<file path="config.mk">
export PLATFORM = sky130hd
export DESIGN_NAME = bsc_sequencer
export DESIGN_NICKNAME = d
export VERILOG_FILES = /design/src/rtl/bsc_pkg.sv /design/src/rtl/bsc_sequencer.sv
export SDC_FILE = /design/constraint.sdc
export NUM_CORES = 1
export LEC_CHECK = 0
export ABC_AREA = 1
export BUFFER_PORTS_ARGS = -buffer_cell sky130_fd_sc_hd__buf_2
export CAP_MARGIN = 20
export CORE_MARGIN = 4
export CORE_UTILIZATION = 53
export DETAILED_ROUTE_END_ITERATION = 8
export GPL_ROUTABILITY_DRIVEN = 0
export PLACE_DENSITY = 0.72
export SYNTH_ARGS = -nofsm -noshare
export SYNTH_HDL_FRONTEND = slang
export SYNTH_SLANG_ARGS = --single-unit
export TNS_END_PERCENT = 30
</file>
<file path="constraint.sdc">
create_clock -name clk -period 2.73 [get_ports clk]
set_clock_uncertainty 0.05 [all_clocks]
set_input_delay 0.4095 -clock clk [delete_from_list [all_inputs] [get_ports clk]]
set_output_delay 0.4095 -clock clk [all_outputs]
set_load 0.02 [all_outputs]
</file>
<file path="src/rtl/bsc_pkg.sv">
// Shared constants, types and the microcode table of the safety check.
package bsc_pkg;

    localparam int MAX_PROCESSES = 16;
    localparam int MAX_RESOURCES = 8;
    localparam int COUNT_BITS    = 16;

    localparam int PROC_BITS  = $clog2(MAX_PROCESSES);
    localparam int RES_BITS   = $clog2(MAX_RESOURCES);
    localparam int ADDR_BITS  = PROC_BITS + RES_BITS;
    localparam int DONE_BITS  = PROC_BITS + 1;
    localparam int NEED_BITS  = COUNT_BITS + 1;
    localparam int AVAIL_BITS = COUNT_BITS + 8;
    localparam int ENTRY_BITS = NEED_BITS + COUNT_BITS;
    localparam int STORE_DEPTH = MAX_PROCESSES * MAX_RESOURCES;

    localparam int CMD_BITS       = 2;
    localparam int NPROC_CFG_BITS = 5;
    localparam int NRES_CFG_BITS  = 4;
    localparam int CFG_DATA_BITS  = 5;
    localparam int CFG_INDEX_BITS = 1;

    localparam logic [CMD_BITS-1:0] CMD_LOAD_AVAIL = 2'd0;
    localparam logic [CMD_BITS-1:0] CMD_LOAD_PAIR  = 2'd1;
    localparam logic [CMD_BITS-1:0] CMD_RUN        = 2'd2;

    localparam logic [CFG_INDEX_BITS-1:0] REG_NUM_PROCESSES = 1'd0;
    localparam logic [CFG_INDEX_BITS-1:0] REG_NUM_RESOURCES = 1'd1;

    localparam logic [NPROC_CFG_BITS-1:0] NPROC_RESET = 5'd16;
    localparam logic [NRES_CFG_BITS-1:0]  NRES_RESET  = 4'd8;

    localparam int UPC_BITS  = 5;
    localparam int UOP_BITS  = 4;
    localparam int COND_BITS = 4;

    typedef logic [UPC_BITS-1:0]  upc_t;
    typedef logic [UOP_BITS-1:0]  uop_t;
    typedef logic [COND_BITS-1:0] cond_t;

    // Datapath micro-operations.
    localparam uop_t OP_NOP        = 4'd0;
    localparam uop_t OP_INIT       = 4'd1;
    localparam uop_t OP_HOLD_ACC   = 4'd2;
    localparam uop_t OP_HOLD_END   = 4'd3;
    localparam uop_t OP_PASS_START = 4'd4;
    localparam uop_t OP_FIT_ACC    = 4'd5;
    localparam uop_t OP_RELEASE    = 4'd6;
    localparam uop_t OP_FINISH     = 4'd7;
    localparam uop_t OP_NEXT_I     = 4'd8;
    localparam uop_t OP_OUT_INIT   = 4'd9;
    localparam uop_t OP_EMIT_SEQ   = 4'd10;
    localparam uop_t OP_EMIT_DEAD  = 4'd11;

    // Jump conditions.
    localparam cond_t C_NEXT     = 4'd0;
    localparam cond_t C_ALWAYS   = 4'd1;
    localparam cond_t C_NO_RUN   = 4'd2;
    localparam cond_t C_J_NLAST  = 4'd3;
    localparam cond_t C_I_NLAST  = 4'd4;
    localparam cond_t C_DONE_ALL = 4'd5;
    localparam cond_t C_FIN_I    = 4'd6;
    localparam cond_t C_NFLAG    = 4'd7;
    localparam cond_t C_PROGRESS = 4'd8;
    localparam cond_t C_STALL    = 4'd9;
    localparam cond_t C_MORE     = 4'd10;

    // Program steps.
    localparam upc_t S_IDLE   = 5'd0;
    localparam upc_t S_INIT   = 5'd1;
    localparam upc_t S_A_RD   = 5'd2;
    localparam upc_t S_A_ACC  = 5'd3;
    localparam upc_t S_A_END  = 5'd4;
    localparam upc_t S_B_PASS = 5'd5;
    localparam upc_t S_B_SKIP = 5'd6;
    localparam upc_t S_B_RD   = 5'd7;
    localparam upc_t S_B_FIT  = 5'd8;
    localparam upc_t S_B_CHK  = 5'd9;
    localparam upc_t S_B_RD2  = 5'd10;
    localparam upc_t S_B_REL  = 5'd11;
    localparam upc_t S_B_FIN  = 5'd12;
    localparam upc_t S_B_NEXT = 5'd13;
    localparam upc_t S_B_END  = 5'd14;
    localparam upc_t S_D_EMIT = 5'd15;
    localparam upc_t S_D_DONE = 5'd16;
    localparam upc_t S_E_INIT = 5'd17;
    localparam upc_t S_E_EMIT = 5'd18;
    localparam upc_t S_E_MORE = 5'd19;
    localparam upc_t S_E_DONE = 5'd20;

    typedef struct packed {
        uop_t  op;
        cond_t cond;
        upc_t  target;
    } ctrl_word_t;

    typedef struct packed {
        uop_t op;
        logic idle;
    } ctrl_t;

    typedef struct packed {
        logic run_start;
        logic j_last;
        logic i_last;
        logic flag;
        logic fin_i;
        logic done_all;
        logic progress;
        logic out_stall;
        logic more;
    } stat_t;

    function automatic ctrl_word_t bsc_word(input uop_t op, input cond_t cond,
                                            input upc_t target);
        ctrl_word_t w;
        w.op     = op;
        w.cond   = cond;
        w.target = target;
        return w;
    endfunction

    // The control store: one word per step.
    function automatic ctrl_word_t bsc_rom(input upc_t addr);
        ctrl_word_t w;
        unique case (addr)
            S_IDLE:   w = bsc_word(OP_NOP,        C_NO_RUN,   S_IDLE);
            S_INIT:   w = bsc_word(OP_INIT,       C_NEXT,     S_IDLE);
            S_A_RD:   w = bsc_word(OP_NOP,        C_NEXT,     S_IDLE);
            S_A_ACC:  w = bsc_word(OP_HOLD_ACC,   C_J_NLAST,  S_A_RD);
            S_A_END:  w = bsc_word(OP_HOLD_END,   C_I_NLAST,  S_A_RD);
            S_B_PASS: w = bsc_word(OP_PASS_START, C_DONE_ALL, S_E_INIT);
            S_B_SKIP: w = bsc_word(OP_NOP,        C_FIN_I,    S_B_NEXT);
            S_B_RD:   w = bsc_word(OP_NOP,        C_NEXT,     S_IDLE);
            S_B_FIT:  w = bsc_word(OP_FIT_ACC,    C_J_NLAST,  S_B_RD);
            S_B_CHK:  w = bsc_word(OP_NOP,        C_NFLAG,    S_B_NEXT);
            S_B_RD2:  w = bsc_word(OP_NOP,        C_NEXT,     S_IDLE);
            S_B_REL:  w = bsc_word(OP_RELEASE,    C_J_NLAST,  S_B_RD2);
            S_B_FIN:  w = bsc_word(OP_FINISH,     C_NEXT,     S_IDLE);
            S_B_NEXT: w = bsc_word(OP_NEXT_I,     C_I_NLAST,  S_B_SKIP);
            S_B_END:  w = bsc_word(OP_NOP,        C_PROGRESS, S_B_PASS);
            S_D_EMIT: w = bsc_word(OP_EMIT_DEAD,  C_STALL,    S_D_EMIT);
            S_D_DONE: w = bsc_word(OP_NOP,        C_ALWAYS,   S_IDLE);
            S_E_INIT: w = bsc_word(OP_OUT_INIT,   C_NEXT,     S_IDLE);
            S_E_EMIT: w = bsc_word(OP_EMIT_SEQ,   C_STALL,    S_E_EMIT);
            S_E_MORE: w = bsc_word(OP_NOP,        C_MORE,     S_E_EMIT);
            S_E_DONE: w = bsc_word(OP_NOP,        C_ALWAYS,   S_IDLE);
            default:  w = bsc_word(OP_NOP,        C_ALWAYS,   S_IDLE);
        endcase
        return w;
    endfunction

endpackage

</file>
<file path="src/rtl/bsc_sequencer.sv">
// Microcode sequencer: step counter, control store and conditional jumps.
module bsc_sequencer (
    input  logic           clk,
    input  logic           rst_n,
    input  bsc_pkg::stat_t stat,
    output bsc_pkg::ctrl_t ctrl
);
    import bsc_pkg::*;

    upc_t       upc_reg;
    upc_t       upc_next;
    ctrl_word_t word;
    logic       take;

    always_comb
    begin
        word = bsc_rom(upc_reg);
        case (word.cond)
            C_NEXT:     take = 1'b0;
            C_ALWAYS:   take = 1'b1;
            C_NO_RUN:   take = !stat.run_start;
            C_J_NLAST:  take = !stat.j_last;
            C_I_NLAST:  take = !stat.i_last;
            C_DONE_ALL: take = stat.done_all;
            C_FIN_I:    take = stat.fin_i;
            C_NFLAG:    take = !stat.flag;
            C_PROGRESS: take = stat.progress;
            C_STALL:    take = stat.out_stall;
            C_MORE:     take = stat.more;
            default:    take = 1'b1;
        endcase
        upc_next = take ? word.target : upc_reg + upc_t'(1);
        ctrl.op   = word.op;
        ctrl.idle = (upc_reg == S_IDLE);
    end

    always_ff @(posedge clk or negedge rst_n)
    begin
        if (!rst_n)
        begin
            upc_reg <= S_IDLE;
        end
        else
        begin
            upc_reg <= upc_next;
        end
    end
endmodule

</file>
==> flow_summary.json, run 1 <==
{
  "finalHoldViolCount": 0,
  "rsz0062_at_grt": "no",
  "critPathMaxFanout": 7,
  "arrival_ps": 2460,
  "htreeDepth": 1,
  "track_usage_pct": 20.7,
  "ys_seq_area_share_pct": 12.3,
  "grt_overflow_total": 0,
  "grt_start_max_net_pins": 17,
  "yosysUniqueCellTypes": 29,
  "io_pins": 16,
  "worstSetupPathType": "reg2reg",
  "hold_class": "in2async",
  "antenna_found_initial": 0,
  "syn_area_per_cell_um2": 6.11,
  "layout_commonest_cell": "nand2_1",
  "worst_slew_pin_slew_ps": 642,
  "drc": 0,
  "r2r_slack_ps": 340,
  "synth.top_cell.area_share_pct": 18.9,
  "grt_pass1_vias": 1037,
  "fmax_mhz": 419,
  "port-buffer-count": 15,
  "rows": 15,
  "synth_edf_count": 0,
  "first_pass_iters": 4,
  "drt_iter0_drc": 44,
  "period_minus_slack_ps": 2390,
  "clk_pin_slew_worst_paths_ps": 40,
  "cts_resized": 0,
  "initial_core_util_pct": 57.4,
  "synth_area_leader_cell": "nand2_1",
  "wl_mm": 2.46,
  "die_area_um2": 2680,
  "die_width_um": 51.7,
  "viasPerCell": 5.39,
  "antenna_left": 0,
  "synth_area_um2": 1010,
  "ys_ff_latch": 5,
  "area_growth_pct": 8.52,
  "final_layout_size_suffix_gt1_share_pct": 26.5,
  "dp_hpwl_mm": 1.94,
  "synth_warnings": 0,
  "slew_violations": 0,
  "grt_first_pass_wirelength_mm": 4.36,
  "nFillCells": 188,
  "clock_path_buffers": 2,
  "largest_reg_flops": 5,
  "cts_buffers": 3,
  "place_inst": 201,
  "crit_required_ps": 2800,
  "cts-root-buf": "clkbuf_4",
  "design.core.area_um2": 1760,
  "synthTopCellsByArea": "nand2_1 (19%), dfrtp_1 (12%), ha_1 (9.9%)",
  "setup_tns_ps": 0,
  "chipHeight_um": 51.7,
  "start_kind": "register",
  "insertedDiodeCount": 0,
  "synthCells": 166,
  "cap_violations": 0,
  "synth_ff_type": "dfrtp_1",
  "setup_viol": 0,
  "outcome": "completed",
  "insertion_delay_ps": 240,
  "cts_tree": "yes",
  "cts_sinks": 5,
  "ys_async_sr_fraction_pct": 100,
  "endpoint_kind": "register",
  "synthesis.nets": 185,
  "final_cell_mix": "nand2_1 (51), inv_1 (18), nand3_1 (16)",
  "nets": 201,
  "wl_per_cell_um": 11.9,
  "fin_crit_sh_pct": 87.4,
  "relSlewSlack_pct": 57.2,
  "setup_slack_ps": 344,
  "preCtsSetupSlack_ps": 334,
  "vias": 1110,
  "final_cells": 206,
  "fin_util_pct": 62.3
}
-- routing by layer --
layer	vias to the layer above	part of all wire, %	GRT usage, %	routed length [µm]
li1	562	-	-	-
met1	498	44	27.8	1080
met2	46	48	35.8	1170
met3	4	6.6	0.287	162
met4	0	1.5	6.99	36
met5	-	0	0	0
-- area by class of cell --
type                    count  area, µm²  area share, %
repair buffers             16       85.1           7.74
inverters                  25       98.8           8.99
clock buffers               4       26.3           2.39
flip-flops and latches      5        125           11.4
multi-input cells         131        733           66.7
well taps                  25       31.3           2.84
-- what timing repair did --
action	in CTS	in global routing
endpoints found under the hold margin	5	0
setup buffers	0	0
setup endpoints to repair	0	0
hold buffers	1	0
-- kinds of logic after synthesis --
| kind of cell | share of synthesized area, % |
|---|---|
| fa+ha+maj | 9.88 |
| flops | 12.3 |
| buf+inv | 15.3 |
| simple gates | 49.4 |
| xor+xnor | 1.73 |
| compound gates | 11.4 |
-- stage by stage --
| step | cell area, µm² | hold slack [ps] |
|---|---|---|
| final | 1100 | 458 |
| after global routing | 1100 | 482 |
| after CTS | 1100 | 443 |
| after detailed placement | 1060 | 174 |
| after global placement | 1060 | 175 |
| after floorplan | 1010 | 63.9 |
-- path summary, 6_finish.rpt --
check,startpoint,end,cells after the start
setup / recovery,upc_reg[0],upc_reg[1],14
hold / removal,rst_n,upc_reg[3],2
setup reg to reg,upc_reg[0],upc_reg[1],14
hold reg to reg,upc_reg[0],upc_reg[3],4
max in group asynchronous,rst_n,upc_reg[0],2
min in group clk,stat[0],upc_reg[4],8
-- critical path, stage by stage, from the launching register on --
cell and delay, ps:
dfrtp_1 470, inv_1 160, ha_1 370, nor2_1 230, inv_1 100, nand2_1 100
nand2_2 70, nand2_4 100, nand2_2 60, nand2_1 50, nand2_1 80, a21oi_2 140
nand3_2 140, nand2_1 100, nand2_1 60
-- synthesized netlist by cell type, types with 2 or more instances --
cell type / number
buf_6: 5
nand3_1: 16
ha_1: 8
nor2_1: 12
xor2_1: 2
dfrtp_1: 5
nand2_1: 51
o21ai_1: 3
o31ai_1: 2
nor2_4: 2
inv_2: 5
inv_1: 18
o21ai_0: 5
nand3_2: 5
nor2_2: 4
nand2_2: 8
a21oi_1: 2
inv_4: 2
Power of run 1 is not shown: default switching activity piles up to over one toggle a cycle in this logic, so the estimate is an artifact.
==> inputs of run 2 (changes only) <==
- ABC_CLOCK_PERIOD_IN_PS: default -> 2730
- RECOVER_POWER: default -> 25
==> flow_summary.json, run 2 (synthesis results as in run 1) <==
{
  "ctsHoldBuffers": 1,
  "cp_slowest_cell": "dfrtp_1",
  "drc": 0,
  "grt_pass1_vias": 1037,
  "critical-path-top-delay-family": "simple AND/OR/NAND/NOR gates",
  "area_growth_pct": 8.39,
  "grt_start_max_net_pins": 17,
  "vias": 1106,
  "endpoint_kind": "register",
  "wl_mm": 2.45,
  "worst_slew_pin_slew_ps": 642,
  "hold_class": "in2async",
  "outcome": "completed",
  "die_width_um": 51.7,
  "rr_endpoint": "upc_reg[1]",
  "track_usage_pct": 20.7,
  "htreeDepth": 1,
  "r2r_cells": 14,
  "chipHeight_um": 51.7,
  "cap_violations": 0,
  "nFillCells": 189,
  "cts_resized": 0,
  "grt_first_pass_wirelength_mm": 4.36,
  "worstPathCellList": "inv_1 -> ha_1 -> nor2_1 -> inv_1 -> nand2_1 -> nand2_2 -> nand2_4 -> nand2_2 -> nand2_1 -> nand2_1 -> a21oi_2 -> nand3_2 -> nand2_1 -> nand2_1",
  "insertedDiodeCount": 0,
  "clock_path_buffers": 2,
  "rows": 15,
  "critPathMaxFanout": 7,
  "fin_crit_sh_pct": 87.4,
  "initial_core_util_pct": 57.4,
  "port-buffer-count": 15,
  "cts_tree": "yes",
  "start_kind": "register",
  "r2r_slack_ps": 340,
  "viasPerCell": 5.37,
  "grt_overflow_total": 0,
  "rsz0062_at_grt": "no",
  "worstSetupPathType": "reg2reg",
  "nets": 201,
  "setup_viol": 0,
  "final_cell_mix": "nand2_1 (51), inv_1 (18), nand3_1 (16)",
  "cts_sinks": 5,
  "layout_commonest_cell": "nand2_1",
  "wl_per_cell_um": 11.9,
  "relSlewSlack_pct": 57.2,
  "startpoint": "upc_reg[0]",
  "insertion_delay_ps": 240,
  "post_cts_buffers": 0,
  "crit_required_ps": 2800,
  "period_minus_slack_ps": 2390,
  "cp_slowest_stage_delay_ps": 470,
  "multi_input_area_um2": 733,
  "antenna_left": 0,
  "crit_buf_inv": 2,
  "clk_pin_slew_worst_paths_ps": 40,
  "arrival_ps": 2460,
  "setup_tns_ps": 0,
  "reg2reg_from": "upc_reg[0]",
  "fmax_mhz": 419,
  "final-seq-area_um2": 125,
  "die_area_um2": 2680,
  "cp.depth": 14,
  "final_layout_size_suffix_gt1_share_pct": 26.0,
  "drt_iter0_drc": 44,
  "cts-root-buf": "clkbuf_4",
  "finalHoldViolCount": 0,
  "slew_violations": 0,
  "largest_reg_flops": 5,
  "cpMostUsedCell": "nand2_1",
  "dp_hpwl_mm": 1.94,
  "io_pins": 16,
  "cts_buffers": 3,
  "design.core.area_um2": 1760,
  "antenna_found_initial": 0,
  "first_pass_iters": 4
}
[run 2: changes by cell type in the layout (fill, tap and decap cells not counted)]
cell,change
buf_2,-1
clkbuf_1,+1
[run 2: final cells by class]
class                      instances  area share [%]
tap                               25            2.85
inverter                          25            9.00
timing repair buffer              16            7.63
clock buffer                       4            2.39
sequential                         5            11.4
multi-input combinational        131            66.7
[run 2: worst max path at each step]
stage | end | slack (ps)
finish | upc_reg[1] | 340
global route | upc_reg[2] | 120
CTS | upc_reg[1] | 330
detailed placement | upc_reg[1] | 330
global placement | upc_reg[2] | 410
floorplan | ctrl[3] | 670
[run 2: layer usage]
layer / vias to the layer above / GRT usage, % / wire length (µm)
met5: - / 0 / 0
met4: 0 / 6.99 / 36
met1: 494 / 27.8 / 1080
met2: 46 / 35.8 / 1170
met3: 4 / 0.287 / 162
li1: 562 / - / -
[run 2: metrics by stage]
step | cells | hold slack, ps | utilization [%] | area [µm²] | setup WS (ps)
detailed placement | 201 | 174 | 60.3 | 1060 | 334
global route | 206 | 520 | 62.3 | 1100 | 124
floorplan | 166 | 63.9 | - | 1010 | 669
CTS | 206 | 443 | 62.3 | 1100 | 326
finish | 206 | 491 | 62.3 | 1100 | 343
global placement | 201 | 175 | 60.3 | 1060 | 405
Power of run 2 is left out for the same reason.
==> inputs of run 3 (changes only) <==
- CORE_ASPECT_RATIO: default -> 2
- CORE_UTILIZATION: 53 -> 25
- PLACE_DENSITY: 0.72 -> 0.39
==> flow_summary.json, run 3 (synthesis results as in run 1) <==
{
  "clock_path_buffers": 2,
  "crit_buf_inv": 4,
  "layout_commonest_cell": "nand2_1",
  "critPathMaxFanout": 7,
  "slew_violations": 0,
  "setup_viol": 0,
  "io_pins": 16,
  "preCtsSetupSlack_ps": 370,
  "cp_slowest_cell": "dfrtp_1",
  "worstPathCellList": "inv_1 -> ha_1 -> nand2_1 -> inv_1 -> o21ai_0 -> o21ai_0 -> nand2_1 -> inv_1 -> buf_2",
  "fin_crit_sh_pct": 86.3,
  "largest_reg_flops": 5,
  "finalHoldViolCount": 0,
  "cts_tree": "yes",
  "nFillCells": 466,
  "htreeDepth": 1,
  "period_minus_slack_ps": 2360,
  "endpoint_kind": "output pin",
  "cpMostUsedCell": "inv_1",
  "vias": 1086,
  "grt_first_pass_wirelength_mm": 5.03,
  "drt_iter0_drc": 32,
  "fmax_mhz": 424,
  "die_area_um2": 5200,
  "die_width_um": 53.0,
  "met3_usage_pct": 1.07,
  "grt-busiest-layer": "met2",
  "cap_violations": 0,
  "insertedDiodeCount": 0,
  "antenna_found_initial": 0,
  "relSlewSlack_pct": 56.2,
  "start_kind": "register",
  "initial_core_util_pct": 26.1,
  "nets": 202,
  "hold_class": "in2async",
  "cts-root-buf": "clkbuf_8",
  "final_layout_size_suffix_gt1_share_pct": 26.4,
  "crit_required_ps": 2270,
  "design.core.area_um2": 3880,
  "rows": 32,
  "final_cell_mix": "nand2_1 (51), inv_1 (18), nand3_1 (16)",
  "track_usage_pct": 13.1,
  "arrival_ps": 1900,
  "antenna_left": 0,
  "grt.met1_usage_pct": 11.4,
  "first_pass_iters": 4,
  "wl_mm": 3.11,
  "insertion_delay_ps": 220,
  "outcome": "completed",
  "grt_overflow_total": 0,
  "cts_buffers": 3,
  "setup_slack_ps": 374,
  "viasPerCell": 4.66,
  "chipHeight_um": 98.0,
  "setup_tns_ps": 0,
  "cts_sinks": 5,
  "grt_start_max_net_pins": 17,
  "drc": 0,
  "rsz0062_at_grt": "no",
  "worst_slew_pin_slew_ps": 657,
  "area_growth_pct": 14.2,
  "worstSetupPathType": "reg2out",
  "wl_per_cell_um": 13.4,
  "critical-path-top-delay-family": "flip-flops",
  "port-buffer-count": 15,
  "grt_pass1_vias": 1133,
  "clk_pin_slew_worst_paths_ps": 30,
  "cp_slowest_stage_delay_ps": 460,
  "fin_util_pct": 29.8,
  "cts_resized": 0,
  "grt_util_met2_pct": 25.3,
  "dp_hpwl_mm": 2.76
}
[run 3: stage by stage]
step / hold WS (ps) / instance area [µm²] / instances
3_5_place_dp: 181 / 1100 / 228
3_3_place_gp: 180 / 1100 / 228
6_report: 521 / 1160 / 233
2_1_floorplan: 63.9 / 1010 / 166
5_1_grt: 546 / 1160 / 233
4_1_cts: 478 / 1160 / 233
[run 3: layout make-up]
type,count,area (µm²),share of cell area (%)
multi-input cells,131,733,63.4
clock buffers,4,45.0,3.89
inverters,25,98.8,8.54
repair buffers,17,91.3,7.89
flip-flops and latches,5,125,10.8
well taps,51,63.8,5.51
[run 3: routing by layer]
layer | up-vias | wire length, µm
li1 | 558 | -
met1 | 477 | 983
met2 | 37 | 1850
met3 | 14 | 89
met4 | 0 | 191
met5 | - | 0
[run 3: worst paths after layout]
path | start | cells past startpoint | end | slack (ps)
worst min-delay path | rst_n | 2 | upc_reg[4] | 520
worst min register to register | upc_reg[0] | 4 | upc_reg[3] | 740
max in group asynchronous | rst_n | 2 | upc_reg[1] | 1900
worst max-delay path | upc_reg[0] | 9 | ctrl[1] | 370
min in group clk | stat[2] | 7 | upc_reg[2] | 670
worst max register to register | upc_reg[0] | 14 | upc_reg[0] | 390
[run 3: repair_timing]
item | in CTS | in global routing
hold endpoints to repair | 5 | 0
buffers inserted | 0 | 0
hold buffers | 1 | 0
Power of run 3 is left out for the same reason.
